--- config.mk ---
export PLATFORM = sky130hd
export DESIGN_NAME = fuzzy_membership_eval_core
export DESIGN_NICKNAME = d
export VERILOG_FILES = /design/src/design/fme_pkg.sv /design/src/design/fme_classify.sv /design/src/design/fme_divider.sv /design/src/design/fme_shape_out.sv /design/src/design/fuzzy_membership_eval_core.sv
export SDC_FILE = /design/constraint.sdc
export NUM_CORES = 2
export LEC_CHECK = 0
export BUFFER_PORTS_ARGS = -buffer_cell sky130_fd_sc_hd__buf_2
export CORE_MARGIN = 5
export CORE_UTILIZATION = 35
export CTS_CLUSTER_DIAMETER = 60
export CTS_CLUSTER_SIZE = 10
export DETAILED_ROUTE_END_ITERATION = 6
export GPL_ROUTABILITY_DRIVEN = 0
export GPL_TIMING_DRIVEN = 0
export PLACE_DENSITY = 0.48
export RECOVER_POWER = 25
export SYNTH_ARGS = -nofsm -noshare
export SYNTH_HDL_FRONTEND = slang
export SYNTH_HIERARCHICAL = 1
export SYNTH_SLANG_ARGS = --single-unit
--- constraint.sdc ---
create_clock -name clk_i -period 7.66 [get_ports clk_i]
set_input_delay 1.532 -clock clk_i [delete_from_list [all_inputs] [get_ports clk_i]]
set_output_delay 1.532 -clock clk_i [all_outputs]
set_load 0.005 [all_outputs]
--- src/design/fme_pkg.sv ---
// shared types, constants and divider step for the fuzzy membership evaluator
// no dependencies; used by all design files
package fme_pkg;

  localparam int ValueWidth = 16;
  localparam int DistWidth  = ValueWidth + 1;
  localparam int DegWidth   = 17;
  localparam int DivStages  = 17;
  localparam logic [DegWidth-1:0] OneQ16 = 17'h10000;

  typedef enum logic [2:0] {
    SHAPE_TRI   = 3'd0,
    SHAPE_TRAP  = 3'd1,
    SHAPE_PI    = 3'd2,
    SHAPE_S     = 3'd3,
    SHAPE_Z     = 3'd4
  } shape_e;

  typedef enum logic [2:0] {
    CFG_SHAPE   = 3'd0,
    CFG_POINT_A = 3'd1,
    CFG_POINT_B = 3'd2,
    CFG_POINT_C = 3'd3,
    CFG_POINT_D = 3'd4
  } cfg_idx_e;

  typedef enum logic [2:0] {
    OP_ZERO,
    OP_ONE,
    OP_LIN,
    OP_SQ,
    OP_ONE_SQ
  } op_e;

  // item between classifier and divider
  typedef struct packed {
    op_e                  op;
    logic [DistWidth-1:0] delta;
    logic [DistWidth-1:0] width;
  } seg_t;

  // item inside the divider pipeline
  typedef struct packed {
    op_e                  op;
    logic [DistWidth-1:0] rem;
    logic [DistWidth-1:0] width;
    logic [DegWidth-1:0]  quo;
  } div_t;

  // one restoring division step; the first step compares without shifting
  function automatic div_t fme_div_step(div_t s, logic first);
    logic [DistWidth-1:0] sh;
    logic                 ge;
    div_t                 r;
    sh = first ? s.rem : {s.rem[DistWidth-2:0], 1'b0};
    ge = (sh >= s.width);
    r = s;
    r.rem = ge ? (sh - s.width) : sh;
    r.quo = {s.quo[DegWidth-2:0], ge};
    return r;
  endfunction

endpackage

--- src/design/fme_classify.sv ---
// region classifier: picks operation, distance and segment width per sample
// depends on fme_pkg
module fme_classify import fme_pkg::*; (
  input  logic                         clk_i,
  input  logic                         rst_ni,
  input  logic [2:0]                   shape_i,
  input  logic signed [ValueWidth-1:0] pa_i,
  input  logic signed [ValueWidth-1:0] pb_i,
  input  logic signed [ValueWidth-1:0] pc_i,
  input  logic signed [ValueWidth-1:0] pd_i,
  input  logic                         in_valid_i,
  output logic                         in_ready_o,
  input  logic signed [ValueWidth-1:0] x_i,
  output logic                         out_valid_o,
  input  logic                         out_ready_i,
  output seg_t                         out_o
);

  logic v_q;
  seg_t s_q, s_d;
  logic signed [DistWidth-1:0] x, a, b, c, d;
  logic signed [DistWidth:0]   x2, ab, cd;

  assign x = DistWidth'(x_i);
  assign a = DistWidth'(pa_i);
  assign b = DistWidth'(pb_i);
  assign c = DistWidth'(pc_i);
  assign d = DistWidth'(pd_i);
  assign x2 = {x, 1'b0};
  assign ab = (DistWidth+1)'(a) + (DistWidth+1)'(b);
  assign cd = (DistWidth+1)'(c) + (DistWidth+1)'(d);

  // region decode
  always_comb begin
    s_d.op = OP_ZERO;
    s_d.delta = '0;
    s_d.width = '0;
    case (shape_i)
      SHAPE_TRI: begin
        if (x <= a) s_d.op = OP_ZERO;
        else if (x <= b) begin
          s_d = '{OP_LIN, x - a, b - a};
        end else if (x <= c) begin
          s_d = '{OP_LIN, c - x, c - b};
        end
      end
      SHAPE_TRAP: begin
        if (x <= a) s_d.op = OP_ZERO;
        else if (x <= b) s_d = '{OP_LIN, x - a, b - a};
        else if (x <= c) s_d.op = OP_ONE;
        else if (x <= d) s_d = '{OP_LIN, d - x, d - c};
      end
      SHAPE_PI: begin
        if (x <= a) s_d.op = OP_ZERO;
        else if (x2 <= ab) s_d = '{OP_SQ, x - a, b - a};
        else if (x <= b) s_d = '{OP_ONE_SQ, b - x, b - a};
        else if (x <= c) s_d.op = OP_ONE;
        else if (x2 <= cd) s_d = '{OP_ONE_SQ, x - c, d - c};
        else if (x <= d) s_d = '{OP_SQ, d - x, d - c};
      end
      SHAPE_S: begin
        if (x <= a) s_d.op = OP_ZERO;
        else if (x >= b) s_d.op = OP_ONE;
        else if (x2 <= ab) s_d = '{OP_SQ, x - a, b - a};
        else s_d = '{OP_ONE_SQ, b - x, b - a};
      end
      SHAPE_Z: begin
        if (x <= a) s_d.op = OP_ONE;
        else if (x >= b) s_d.op = OP_ZERO;
        else if (x2 <= ab) s_d = '{OP_ONE_SQ, x - a, b - a};
        else s_d = '{OP_SQ, b - x, b - a};
      end
      default: s_d.op = OP_ZERO;
    endcase
  end

  assign in_ready_o = !v_q || out_ready_i;

  // stage register
  always_ff @(posedge clk_i or negedge rst_ni) begin
    if (!rst_ni) begin
      v_q <= 1'b0;
    end else if (in_ready_o) begin
      v_q <= in_valid_i;
    end
  end

  always_ff @(posedge clk_i) begin
    if (in_ready_o && in_valid_i) begin
      s_q <= s_d;
    end
  end

  assign out_valid_o = v_q;
  assign out_o = s_q;

endmodule

--- src/design/fme_divider.sv ---
// pipelined restoring divider, one quotient bit per stage
// depends on fme_pkg
module fme_divider import fme_pkg::*; (
  input  logic clk_i,
  input  logic rst_ni,
  input  logic in_valid_i,
  output logic in_ready_o,
  input  seg_t in_i,
  output logic out_valid_o,
  input  logic out_ready_i,
  output div_t out_o
);

  logic [DivStages-1:0] v_q;
  logic [DivStages-1:0] adv;
  div_t                 st_q [DivStages];
  div_t                 src  [DivStages];
  logic [DivStages-1:0] src_v;

  // stage may load when empty or when its item moves on
  always_comb begin
    adv[DivStages-1] = !v_q[DivStages-1] || out_ready_i;
    for (int k = DivStages - 2; k >= 0; k--) begin
      adv[k] = !v_q[k] || adv[k+1];
    end
  end

  assign in_ready_o = adv[0];

  genvar g;
  generate
    for (g = 0; g < DivStages; g++) begin : g_stage
      if (g == 0) begin : g_first
        assign src[g] = '{in_i.op, in_i.delta, in_i.width, '0};
        assign src_v[g] = in_valid_i;
      end else begin : g_rest
        assign src[g] = st_q[g-1];
        assign src_v[g] = v_q[g-1];
      end

      // valid bit
      always_ff @(posedge clk_i or negedge rst_ni) begin
        if (!rst_ni) begin
          v_q[g] <= 1'b0;
        end else if (adv[g]) begin
          v_q[g] <= src_v[g];
        end
      end

      // one division step
      always_ff @(posedge clk_i) begin
        if (adv[g] && src_v[g]) begin
          st_q[g] <= fme_div_step(src[g], (g == 0));
        end
      end
    end
  endgenerate

  assign out_valid_o = v_q[DivStages-1];
  assign out_o = st_q[DivStages-1];

endmodule

--- src/design/fme_shape_out.sv ---
// squaring stage and final degree selection with output register
// depends on fme_pkg
module fme_shape_out import fme_pkg::*; (
  input  logic                clk_i,
  input  logic                rst_ni,
  input  logic                in_valid_i,
  output logic                in_ready_o,
  input  div_t                in_i,
  output logic                out_valid_o,
  input  logic                out_ready_i,
  output logic [DegWidth-1:0] degree_o
);

  logic                    v1_q, v2_q;
  logic                    adv1, adv2;
  op_e                     op_q;
  logic [DegWidth-1:0]     r_q;
  logic [2*DegWidth-1:0]   sq_q;
  logic [DegWidth-1:0]     ts;
  logic [DegWidth-1:0]     deg_d, deg_q;

  assign adv2 = !v2_q || out_ready_i;
  assign adv1 = !v1_q || adv2;
  assign in_ready_o = adv1;

  // valid bits
  always_ff @(posedge clk_i or negedge rst_ni) begin
    if (!rst_ni) begin
      v1_q <= 1'b0;
      v2_q <= 1'b0;
    end else begin
      if (adv1) v1_q <= in_valid_i;
      if (adv2) v2_q <= v1_q;
    end
  end

  // square of the ratio
  always_ff @(posedge clk_i) begin
    if (adv1 && in_valid_i) begin
      op_q <= in_i.op;
      r_q  <= in_i.quo;
      sq_q <= in_i.quo * in_i.quo;
    end
  end

  // 2*r*r in q16
  assign ts = sq_q[DegWidth+14:15];

  always_comb begin
    case (op_q)
      OP_ZERO:   deg_d = '0;
      OP_ONE:    deg_d = OneQ16;
      OP_LIN:    deg_d = r_q;
      OP_SQ:     deg_d = ts;
      OP_ONE_SQ: deg_d = OneQ16 - ts;
      default:   deg_d = '0;
    endcase
  end

  // output register
  always_ff @(posedge clk_i) begin
    if (adv2 && v1_q) begin
      deg_q <= deg_d;
    end
  end

  assign out_valid_o = v2_q;
  assign degree_o = deg_q;

endmodule

--- src/design/fuzzy_membership_eval_core.sv ---
// fuzzy membership evaluator top level: config registers and pipeline
// 20 register stages: classify 1, divider 17 (one quotient bit each), square 1, output 1
// throughput one item per cycle; each stage holds its item while downstream stalls
// reset clears all valid bits and sets shape and break points to zero
// depends on fme_pkg, fme_classify, fme_divider, fme_shape_out
module fuzzy_membership_eval_core import fme_pkg::*; (
  input  logic                         clk_i,
  input  logic                         rst_ni,
  input  logic                         cfg_valid_i,
  output logic                         cfg_ready_o,
  input  logic [2:0]                   cfg_index_i,
  input  logic [ValueWidth-1:0]        cfg_data_i,
  input  logic                         sample_valid_i,
  output logic                         sample_ready_o,
  input  logic signed [ValueWidth-1:0] sample_value_i,
  output logic                         degree_valid_o,
  input  logic                         degree_ready_i,
  output logic [DegWidth-1:0]          degree_o
);

  logic [2:0]                   shape_q;
  logic signed [ValueWidth-1:0] pa_q, pb_q, pc_q, pd_q;
  logic                         cv, cr, dv, dr;
  seg_t                         seg;
  div_t                         dq;

  assign cfg_ready_o = 1'b1;

  // configuration registers
  always_ff @(posedge clk_i or negedge rst_ni) begin
    if (!rst_ni) begin
      shape_q <= '0;
      pa_q <= '0;
      pb_q <= '0;
      pc_q <= '0;
      pd_q <= '0;
    end else if (cfg_valid_i) begin
      case (cfg_index_i)
        CFG_SHAPE:   shape_q <= cfg_data_i[2:0];
        CFG_POINT_A: pa_q <= cfg_data_i;
        CFG_POINT_B: pb_q <= cfg_data_i;
        CFG_POINT_C: pc_q <= cfg_data_i;
        CFG_POINT_D: pd_q <= cfg_data_i;
        default: ;
      endcase
    end
  end

  fme_classify u_classify (
    .clk_i, .rst_ni,
    .shape_i(shape_q), .pa_i(pa_q), .pb_i(pb_q), .pc_i(pc_q), .pd_i(pd_q),
    .in_valid_i(sample_valid_i), .in_ready_o(sample_ready_o), .x_i(sample_value_i),
    .out_valid_o(cv), .out_ready_i(cr), .out_o(seg)
  );

  fme_divider u_divider (
    .clk_i, .rst_ni,
    .in_valid_i(cv), .in_ready_o(cr), .in_i(seg),
    .out_valid_o(dv), .out_ready_i(dr), .out_o(dq)
  );

  fme_shape_out u_shape_out (
    .clk_i, .rst_ni,
    .in_valid_i(dv), .in_ready_o(dr), .in_i(dq),
    .out_valid_o(degree_valid_o), .out_ready_i(degree_ready_i), .degree_o(degree_o)
  );

endmodule

==> summary.md <==
| Metric | Value |
|---|---|
| Global Route Usage Sum | 16.81% |
| Port bufs | 58 |
| Cts hold-fix bufs | 0 |
| RSZ-0062 raised after global routing | false |
| Hold Crit Class | reg -> reg |
| Critical path required time | 8.13 ns |
| Post-CTS sizing | 0 |
| Sink Count | 910 |
| Worst Hold Path EP | u_divider/st_q[0][94] |
| Via count | 43535 |
| Post-Synthesis Cells | 5907 |
| First-pass GRT wire length | 254100 um |
| Most used cell, CP | fa_1 |
| CP max stage cell | edfxtp_1 |
| Endpoints failing setup | 0 |
| Syn Area/Cell | 10.79 um2 |
| Hold path depth | 0 |
| Mapped cell area | 0.06373 mm2 |
| Clock Tree Buf Depth | 3 |
| Maxcap violations | 0 |
| Cells after DPL | 8349 |
| Hold Crit Start | u_divider/st_q[0][39] |
| Die footprint | 0.1907 mm2 |
| Clock Skew | 0.06041 ns |
| Via density | 5.103 |
| Top cell family by delay on the critical path | adder cells |
| Die Height | 436.7 um |
| Residual DRC count | 0 |
| Root buffer cell | clkbuf_16 |
| Nets | 6926 |
| Final Max Slew Viols | 0 |
| Outcome | finished clean |
| DRT antenna net count | 0 |
| DRT iter0 DRCs | 2871 |
| FF+latch area | 0.02689 mm2 |
| Worst Reg-to-Reg Cells | 21 |
| CP max stage delay | 0.86 ns |
| Type of origin of the critical path | flip-flop |
| Setup Fix Bufs, Post-CTS | 0 |
| Crit path cell chain | clkbuf_1 -> nand2_1 -> fa_1 -> inv_1 -> fa_1 -> inv_1 -> fa_1 -> inv_1 -> fa_1 -> fa_1 -> inv_1 -> fa_1 -> inv_1 -> ha_1 -> clkbuf_1 -> a21oi_1 -> o21ai_0 -> a311oi_2 -> nor2_2 -> a2111oi_4 -> xnor2_1 |
| I/O pins | 60 |
| Synth Warn # | 6 |
| Final min period | 7.240 ns |
| Initial antenna violation count | 4 |
| Vias in the first global route | 43800 |
| CTS tree | done |
| Maximum operating frequency | 138.1 MHz |
| Initial Util | 35.22% |
| Die width | 436.7 um |
| Worst r2r src | u_divider/st_q[0][855] |
| Non-Filler Instances | 8532 |
| Worst skew pair latency | 0.74 ns |
| # fillers | 17700 |
| H-tree Lvls | 3 |
| Ratio of cells with drive above 1 in the final layout | 9.805% |
| Crit share post-route | 94.51% |
| Clock slew at reported path FFs | 0.06 ns |
| Final Hold Viols | 0 |
| Crit Path Class | reg -> reg |
| DR pass1 iterations | 6 |
| # rows | 156 |
| Largest net degree at the start of global routing | 55 |
| Crit path max fanout | 11 |
| Remaining global-route overflow | 0 |
| Crit path buffers/inverters | 7 |
| Core area | 0.1809 mm2 |
| Critical path endpoint category | flip-flop |
| Worst Tran Pin Value | 1.213 ns |
| Area of the multi-input gates | 0.03332 mm2 |
| CTS Buf Count | 108 |
| Headroom to the max-slew limit | 18.07% |
| Layout area overhead | 10.78% |
| Crit path DAT | 7.71 ns |
| FF-to-FF setup slack | 0.42 ns |
| Worst R2R End | u_shape_out/sq_q[28] |
| Drt wl/cell | 19.08 um |
| Hold Slack | 0.3845 ns |
| Post-DP HPWL | 129900 um |
| Routed WL | 162800 um |
| Synth Net Count | 6744 |
metrics by stage:
step	area (um2)	TNS (ns)	setup WS [ns]	util, %
after CTS	70600	0	0.4731	39.02
final	70600	0	0.4204	39.02
after global routing	70600	0	0.03760	39.02
after global placement	66990	-19.59	-0.4629	37.02
after detailed placement	67350	0	0.4596	37.22
after floorplan	63730	0	1.655	-
cell type report:
| class | count | share of cell area (%) |
|---|---|---|
| multi-input combinational | 4087 | 47.20 |
| timing repair buffer | 72 | 0.8223 |
| sequential | 910 | 38.09 |
| tap | 2370 | 4.200 |
| clock buffer | 157 | 4.191 |
| antenna | 2 | 0.007089 |
| inverter | 764 | 4.062 |
| clock inverter | 24 | 0.4041 |
| buffer | 146 | 1.023 |
sequential cells by signal (all words and copies together) (netlist names):
register,cells
pd_q,16
u_shape_out/v1_q,1
pb_q,16
shape_q,3
u_shape_out/r_q,17
u_shape_out/op_q,3
pa_q,16
u_divider/out_valid_o,1
u_classify/out_o,37
u_classify/out_valid_o,1
u_shape_out/degree_o,17
u_shape_out/out_valid_o,1
u_divider/src_v,16
u_shape_out/sq_q,17
pc_q,16
u_divider/st_q,732
layout by cell type, fill, tap and decap left out, drive strengths merged, types with 93 or more instances in the layout:
cell / instances
o21ai: 320
nand2: 360
nor2: 328
clkbuf: 241
a21oi: 373
xnor2: 235
nor2b: 93
ha: 583
mux2: 217
inv: 768
nor3: 105
a21o: 102
edfxtp: 823
fa: 214
o21a: 102
buf: 134
worst register-to-register path, cell delays in order (launching register included):
cell	delay [ns]
edfxtp_1	0.86
clkbuf_1	0.64
nand2_1	0.17
fa_1	0.61
inv_1	0.07
fa_1	0.50
inv_1	0.06
fa_1	0.53
inv_1	0.05
fa_1	0.46
fa_1	0.50
inv_1	0.05
fa_1	0.47
inv_1	0.04
ha_1	0.25
clkbuf_1	0.25
a21oi_1	0.29
o21ai_0	0.21
a311oi_2	0.36
nor2_2	0.13
a2111oi_4	0.39
xnor2_1	0.10
per-layer routing:
layer,track usage [%],up-vias,routed length [um]
met5,0,-,0
li1,-,21426,-
met2,29.48,812,79630
met1,22.14,21077,73340
met4,3.953,0,3898
met3,2.139,220,5922
how the worst max path moves through the flow:
stage | startpoint | end | slack (ns) | cells after the start
2_1_floorplan | degree_ready_i | u_divider/st_q[0][308] | 1.65 | 7
3_3_place_gp | degree_ready_i | u_divider/st_q[0][339] | -0.46 | 8
3_5_place_dp | u_divider/st_q[0][855] | u_shape_out/sq_q[28] | 0.46 | 21
4_1_cts | u_divider/st_q[0][855] | u_shape_out/sq_q[28] | 0.47 | 21
5_1_grt | u_divider/st_q[0][863] | u_shape_out/sq_q[31] | 0.04 | 20
6_report | u_divider/st_q[0][855] | u_shape_out/sq_q[28] | 0.42 | 21
Power is not shown: default switching activity piles up to over one toggle a cycle in this logic, so the estimate is an artifact.
